**src/hw/rtl/blm_pkg.sv**
```systemverilog
// shared types and constants for the battery level monitor
package blm_pkg;

  localparam int SAMPLES    = 20;
  localparam int ADC_BITS   = 12;
  localparam int GAIN_W     = 20;
  localparam int MV_W       = 16;
  localparam int FRAC_BITS  = 16;
  localparam int CFG_ADDR_W = 3;
  localparam int CFG_DATA_W = 20;
  localparam int IN_DATA_W  = 16;
  localparam int OUT_DATA_W = 24;

  localparam int SUM_W  = $clog2(SAMPLES * ((1 << ADC_BITS) - 1) + 1);
  localparam int PROD_W = SUM_W + GAIN_W;
  localparam int X_W    = PROD_W - FRAC_BITS;

  // floor(x / SAMPLES) as (x * RECIP) >> RECIP_SHIFT, exact for x < 2**X_W
  localparam int      RECIP_SHIFT = X_W + $clog2(SAMPLES);
  localparam longint  RECIP       = ((64'd1 << RECIP_SHIFT) + SAMPLES - 1) / SAMPLES;
  localparam int      RECIP_W     = $clog2(RECIP + 1);
  localparam int      QP_W        = X_W + RECIP_W;
  localparam int      Q_W         = QP_W - RECIP_SHIFT;
  localparam int      QE_W        = (Q_W > MV_W) ? Q_W : MV_W + 1;

  typedef logic [ADC_BITS-1:0] sample_t;
  typedef logic [SUM_W-1:0]    sum_t;
  typedef logic [MV_W-1:0]     mv_t;

  typedef enum logic [1:0] {
    LVL_NORMAL   = 2'd0,
    LVL_LOW      = 2'd1,
    LVL_CRITICAL = 2'd2
  } level_t;

  typedef enum logic [CFG_ADDR_W-1:0] {
    REG_MV_PER_COUNT = 3'd0,
    REG_LOW_THR      = 3'd1,
    REG_CRIT_THR     = 3'd2,
    REG_HYST         = 3'd3,
    REG_CHECK_EN     = 3'd4
  } cfg_reg_t;

  typedef struct packed {
    logic fill;
    logic shift;
  } cell_ctl_t;

  typedef struct packed {
    mv_t  low;
    mv_t  crit;
    mv_t  hyst;
    logic check_en;
  } thr_t;

  typedef struct packed {
    logic load;
    logic first;
  } lvl_ctl_t;

endpackage

```
**src/hw/rtl/blm_cell.sv**
```systemverilog
// one sample cell of the averaging shift chain
module blm_cell import blm_pkg::*; (
  input  logic      clk,
  input  cell_ctl_t ctl,
  input  sample_t   prev,
  input  sample_t   fill_value,
  output sample_t   value
);

  always_ff @(posedge clk) begin
    if (ctl.fill) begin
      value <= fill_value;
    end else if (ctl.shift) begin
      value <= prev;
    end
  end

endmodule

```
**src/hw/rtl/blm_level.sv**
```systemverilog
// final stage: saturation, hysteresis classifier and result register
module blm_level import blm_pkg::*; (
  input  logic            clk,
  input  logic            rst,
  input  lvl_ctl_t        ctl,
  input  logic [QP_W-1:0] qprod,
  input  thr_t            thr,
  output mv_t             voltage_mv,
  output level_t          level,
  output logic            level_changed
);

  level_t             level_state;
  level_t             level_next;
  level_t             direct;
  logic [Q_W-1:0]     quot;
  logic [QE_W-1:0]    quot_ext;
  mv_t                volt;
  logic               lt_crit;
  logic               lt_low;
  logic               gt_low_h;
  logic               gt_crit_h;

  assign quot     = qprod[QP_W-1:RECIP_SHIFT];
  assign quot_ext = QE_W'(quot);
  assign volt     = (quot_ext > QE_W'({MV_W{1'b1}})) ? {MV_W{1'b1}} : quot_ext[MV_W-1:0];

  assign lt_crit   = volt < thr.crit;
  assign lt_low    = volt < thr.low;
  assign gt_low_h  = {1'b0, volt} > ({1'b0, thr.low} + {1'b0, thr.hyst});
  assign gt_crit_h = {1'b0, volt} > ({1'b0, thr.crit} + {1'b0, thr.hyst});

  always_comb begin
    if (lt_crit) begin
      direct = LVL_CRITICAL;
    end else if (lt_low) begin
      direct = LVL_LOW;
    end else begin
      direct = LVL_NORMAL;
    end
  end

  always_comb begin
    level_next = direct;
    if (!thr.check_en) begin
      level_next = LVL_NORMAL;
    end else if (!ctl.first) begin
      unique case (level_state)
        LVL_NORMAL: level_next = direct;
        LVL_LOW: begin
          if (lt_crit) begin
            level_next = LVL_CRITICAL;
          end else if (gt_low_h) begin
            level_next = LVL_NORMAL;
          end else begin
            level_next = LVL_LOW;
          end
        end
        LVL_CRITICAL: level_next = gt_crit_h ? LVL_LOW : LVL_CRITICAL;
        default: level_next = direct;
      endcase
    end
  end

  always_ff @(posedge clk) begin
    if (rst) begin
      level_state <= LVL_NORMAL;
    end else if (ctl.load) begin
      level_state <= level_next;
    end
  end

  always_ff @(posedge clk) begin
    if (ctl.load) begin
      voltage_mv    <= volt;
      level         <= level_next;
      level_changed <= level_next != level_state;
    end
  end

endmodule

```
**src/hw/rtl/battery_level_monitor_hysteresis.sv**
```systemverilog
// battery level monitor top level: sample chain, running sum, scaling and classifier
//
//   port group     dir  payload (low bit first)                  transfer when
//   s_*            in   tdata: adc_sample[11:0], zero pad         s_tvalid & s_tready
//   m_*            out  tdata: voltage_mv[15:0], level[17:16],    m_tvalid & m_tready
//                             level_changed[18], zero pad
//   cfg_*          in   cfg_addr register index, cfg_data value   cfg_we
//
// one sample accepted per cycle while s_tready is high; its result reaches m_* through
// four register stages: sum, gain multiply, reciprocal multiply, classify and output register
// the sample chain shifts one cell per accepted sample; the first sample fills every cell
// reset clears the pipeline, the first-sample flag and the level to normal
// a stalled output holds; empty stages ahead of it still let samples in
module battery_level_monitor_hysteresis import blm_pkg::*; (
  input  logic                  clk,
  input  logic                  rst,
  input  logic                  s_tvalid,
  output logic                  s_tready,
  input  logic [IN_DATA_W-1:0]  s_tdata,   // adc_sample
  output logic                  m_tvalid,
  input  logic                  m_tready,
  output logic [OUT_DATA_W-1:0] m_tdata,   // voltage_mv, level, level_changed
  input  logic                  cfg_we,
  input  logic [CFG_ADDR_W-1:0] cfg_addr,
  input  logic [CFG_DATA_W-1:0] cfg_data
);

  localparam logic [RECIP_W-1:0] RECIP_C = RECIP_W'(RECIP);

  logic [GAIN_W-1:0] mv_per_count;
  thr_t              thr;

  sample_t           sample;
  sample_t           cell_q [SAMPLES];
  cell_ctl_t         cell_ctl;
  logic              primed;
  logic              accept;

  sum_t              running_sum;
  sum_t              sum_next;
  logic [PROD_W-1:0] prod;
  logic [QP_W-1:0]   qprod;
  logic [X_W-1:0]    xval;
  logic              v1, v2, v3, v4;
  logic              first1, first2, first3;
  logic              en1, en2, en3, en4;
  lvl_ctl_t          lvl_ctl;
  mv_t               voltage_mv;
  level_t            level;
  logic              level_changed;

  // configuration registers
  always_ff @(posedge clk) begin
    if (rst) begin
      mv_per_count <= GAIN_W'(195409);
      thr.low      <= MV_W'(10500);
      thr.crit     <= MV_W'(9900);
      thr.hyst     <= MV_W'(200);
      thr.check_en <= 1'b1;
    end else if (cfg_we) begin
      unique case (cfg_addr)
        REG_MV_PER_COUNT: mv_per_count <= cfg_data[GAIN_W-1:0];
        REG_LOW_THR:      thr.low      <= cfg_data[MV_W-1:0];
        REG_CRIT_THR:     thr.crit     <= cfg_data[MV_W-1:0];
        REG_HYST:         thr.hyst     <= cfg_data[MV_W-1:0];
        REG_CHECK_EN:     thr.check_en <= cfg_data[0];
        default: ;
      endcase
    end
  end

  // pipeline advance, each stage moves when the one ahead is empty or moving
  assign en4      = !v4 || m_tready;
  assign en3      = !v3 || en4;
  assign en2      = !v2 || en3;
  assign en1      = !v1 || en2;
  assign s_tready = en1;
  assign accept   = s_tvalid && en1;

  always_ff @(posedge clk) begin
    if (rst) begin
      v1 <= 1'b0;
      v2 <= 1'b0;
      v3 <= 1'b0;
      v4 <= 1'b0;
    end else begin
      if (en1) v1 <= s_tvalid;
      if (en2) v2 <= v1;
      if (en3) v3 <= v2;
      if (en4) v4 <= v3;
    end
  end

  // sample chain
  assign sample         = s_tdata[ADC_BITS-1:0];
  assign cell_ctl.fill  = accept && !primed;
  assign cell_ctl.shift = accept && primed;

  for (genvar i = 0; i < SAMPLES; i++) begin : g_cell
    if (i == 0) begin : g_head
      blm_cell u_cell (
        .clk        (clk),
        .ctl        (cell_ctl),
        .prev       (sample),
        .fill_value (sample),
        .value      (cell_q[i])
      );
    end else begin : g_body
      blm_cell u_cell (
        .clk        (clk),
        .ctl        (cell_ctl),
        .prev       (cell_q[i-1]),
        .fill_value (sample),
        .value      (cell_q[i])
      );
    end
  end

  // running sum; also the first pipeline stage
  assign sum_next = primed ? (running_sum - SUM_W'(cell_q[SAMPLES-1]) + SUM_W'(sample))
                           : (SUM_W'(sample) * SUM_W'(SAMPLES));

  always_ff @(posedge clk) begin
    if (rst) begin
      primed      <= 1'b0;
      running_sum <= '0;
    end else if (accept) begin
      primed      <= 1'b1;
      running_sum <= sum_next;
    end
  end

  always_ff @(posedge clk) begin
    if (accept) first1 <= !primed;
  end

  // gain multiply
  always_ff @(posedge clk) begin
    if (en2 && v1) begin
      prod   <= PROD_W'(running_sum) * PROD_W'(mv_per_count);
      first2 <= first1;
    end
  end

  // divide by the sample count through a reciprocal multiply
  assign xval = prod[PROD_W-1:FRAC_BITS];

  always_ff @(posedge clk) begin
    if (en3 && v2) begin
      qprod  <= QP_W'(xval) * QP_W'(RECIP_C);
      first3 <= first2;
    end
  end

  assign lvl_ctl.load  = en4 && v3;
  assign lvl_ctl.first = first3;

  blm_level u_level (
    .clk           (clk),
    .rst           (rst),
    .ctl           (lvl_ctl),
    .qprod         (qprod),
    .thr           (thr),
    .voltage_mv    (voltage_mv),
    .level         (level),
    .level_changed (level_changed)
  );

  assign m_tvalid = v4;
  assign m_tdata  = {{(OUT_DATA_W - MV_W - 3){1'b0}}, level_changed, level, voltage_mv};

  a_ready_when_empty: assert property (@(posedge clk) disable iff (rst)
    !v1 |-> s_tready)
    else $error("input stalled with an empty first stage");

  a_accept_enters: assert property (@(posedge clk) disable iff (rst)
    accept |=> v1)
    else $error("accepted sample did not enter the pipeline");

  a_primed_sticks: assert property (@(posedge clk) disable iff (rst)
    primed |=> primed)
    else $error("first-sample flag cleared without reset");

  a_fill_once: assert property (@(posedge clk) disable iff (rst)
    (accept && !primed) |=> (primed && first1))
    else $error("first sample did not mark the pipeline");

endmodule

```
**config.mk**
```make
export PLATFORM = sky130hd
export DESIGN_NAME = battery_level_monitor_hysteresis
export DESIGN_NICKNAME = d
export VERILOG_FILES = /design/src/hw/rtl/blm_pkg.sv /design/src/hw/rtl/blm_cell.sv /design/src/hw/rtl/blm_level.sv /design/src/hw/rtl/battery_level_monitor_hysteresis.sv
export SDC_FILE = /design/constraint.sdc
export NUM_CORES = 2
export LEC_CHECK = 0
export BUFFER_PORTS_ARGS = -buffer_cell sky130_fd_sc_hd__buf_2
export CAP_MARGIN = 10
export CORE_AREA = 2 2 304 276
export DETAILED_ROUTE_END_ITERATION = 16
export DIE_AREA = 0 0 306 278
export GPL_ROUTABILITY_DRIVEN = 0
export SYNTH_ARGS = -nofsm -noshare
export SYNTH_HDL_FRONTEND = slang
export SYNTH_SLANG_ARGS = --single-unit
```
**constraint.sdc**
```tcl
create_clock -name clk -period 10.8 [get_ports clk]
set_input_delay 0.54 -clock clk [delete_from_list [all_inputs] [get_ports clk]]
set_output_delay 0.54 -clock clk [all_outputs]
set_load 0.05 [all_outputs]
```
==> impl_metrics.ini <==
[timing]
slew_headroom = 0.243
period_share = 0.669
fmax_mhz = 138
drv_slew = 0
hold_viol_final = 0
skew_ns = 0.0391
max_slew.worst_pin.slew_ns = 1.13
holdWs_ns = 0.178
setup_viol = 0
grt_setup_unrepaired = no
fin_crit_ns = 7.23
timing.setup.tns_ns = 0

[worst_setup_path]
cp_slowest_cell = dfxtp_1
worst_setup_path_end_kind = flop
path_common_cell = fa_1
criticalPathCategory = flop to flop
arrival_ns = 7.57
crit_path_max_fanout = 18
critical_path.max_stage_delay_ns = 0.98
worstPathCellList = nand2_1, fa_1, inv_1, fa_1, inv_1, fa_1, inv_1, fa_1, fa_1, inv_1, fa_1, inv_1, ha_1, nand3_1, o21ai_0, o2111ai_1, a21oi_1, a211oi_1, o21bai_1, a21oi_1, xnor2_1
cp-start-kind = flop
cp.required_ns = 11.14

[min_path]
hp-class = primary input to flop

[yosys]
synth-seq-area-share = 0.296
synth-async-reset-ratio = 0
synth_commonest_cells = nand2_1, inv_1, ha_1
synth_area_per_cell_um2 = 9.75
synth_top_area_frac = 0.246
synthCells = 3760
synth_top_cell_by_area = edfxtp_1
synthDistinctLibCells = 70
synth_edf_count = 300
synth_seq_cells = 393
synth_area_leaders = edfxtp_1, fa_1, ha_1
synth_flop_cell = edfxtp_1
syn_area_mm2 = 0.0367
synth_most_common_cell = nand2_1
yosys_warnings = 0

[clocking]
cts.path.max_buffers = 3
post_cts.resized_instances = 0
cts_tree = done
cts_hold_buf = 0
clock-sinks = 393
cts_setup_buffers = 0
clkLatencyLatePin_ns = 0.60
clockRootBuffer = clkbuf_16
cts_made_buffers = 43
htree_levels = 2
path_clk_slew_ns = 0.06

[place]
hpwl_um = 60800
io_buffers = 60

[die]
io_pins = 70
fp.dieW_um = 306
initial_utilization = 0.447
die-area_mm2 = 0.0851
fp.dieH_um = 278
coreArea_mm2 = 0.0820
rows = 100

[global_routing]
grt_overflow_total = 0
grt_max_degree = 155
grt_pass1_wl_um = 137000
track_usage = 0.200
antenna_found_initial = 4
grt_pass1_vias = 25600

[route]
vias = 24700
route.detailed.drc = 0
wl_per_cell_um = 16.8
drt_iter0_drc = 1369
first_pass_iters = 5
routed_wl_um = 81700
final_antenna_net_count = 0
viasPerCell = 5.07

[layout]
n_antenna_cell = 0
nNetsFinal = 4680
fin_util = 0.481
area_delta_synth_final_pct = 7.55
drive_above_1_share = 0.0509

[job]
maxCapViolCount = 0

[outcome]
outcome = completed
==> worst paths after layout <==
path	depth (start not counted)	slack, ns	to	start
max reg2reg	21	3.57	prod[36]	mv_per_count[7]
min	3	0.18	mv_per_count[17]	cfg_data[17]
max	21	3.57	prod[36]	mv_per_count[7]
min reg2reg	0	0.42	first3	first2
==> worst max-delay path: cells and delay by family, from the launching register on <==
family,cells,cell delay (ns)
DFF,1,0.98
xor gates and xnor gates,1,0.07
and+or+nand+nor,2,0.35
buffers and inverters,5,0.26
AOI/OAI and AO/OA,6,1.95
adders and majority gates,7,3.36
==> final cells by class <==
cell class	instances	area, um2
Multi-Input combinational cell	2585	22900
Clock buffer	54	1150
Clock inverter	25	267
Inverter	651	2450
Fill cell	7717	42500
Timing Repair Buffer	87	503
Sequential cell	393	10900
Tap cell	1071	1340
==> stage by stage <==
step	setup slack [ns]	std cells	area, um2
floorplan	3.87	3764	36700
global placement	3.52	4787	38000
detailed placement	3.49	4787	38000
CTS	3.49	4866	39400
global route	3.20	4866	39400
finish	3.57	4866	39400
==> state kept, by name, indices dropped and copies added (netlist names) <==
signal                      flops
prod                           21
u_level.level                   2
g_cell.g_head.u_cell.value     12
v1                              1
m_tvalid                        1
v2                              1
thr                            49
g_cell.g_body.u_cell.value    228
v3                              1
qprod                          17
u_level.level_changed           1
primed                          1
first3                          1
first2                          1
first1                          1
mv_per_count                   20
u_level.level_state             2
running_sum                    17
u_level.voltage_mv             16
==> cells by family after synthesis <==
group                      after synthesis  share of synthesized area
adders and majority gates              875                      0.386
muxes                                    8                    0.00232
xor gates and xnor gates                85                     0.0203
AOI/OAI and AO/OA                      368                     0.0657
buffers and inverters                  786                     0.0811
and+or+nand+nor                       1244                      0.148
DFF                                    393                      0.296
other                                    1                   0.000102
==> metal layers <==
| metal | vias up | share of wire | GRT usage |
|---|---|---|---|
| met5 | - | 0.00056 | 0 |
| met1 | 12200 | 0.48 | 0.285 |
| met3 | 91 | 0.040 | 0.0270 |
| met2 | 425 | 0.47 | 0.330 |
| li1 | 12000 | - | - |
| met4 | 8 | 0.016 | 0.0369 |
==> cells in the final DEF, fill, tap and decap left out, drive strengths merged, types with 24 or more instances in the layout <==
cell	count
nand2	846
inv	654
ha	448
fa	427
edfxtp	300
and2	147
a21oi	142
dfxtp	93
buf	87
nor2	83
clkbuf	54
a21o	47
xnor2	43
o21ai	43
xor2	42
a211oi	28
nand3b	24
nor3	24
Power is left out: the tool's default activity adds up to more than one toggle a clock period on the data nets, which glitch-free logic cannot reach.
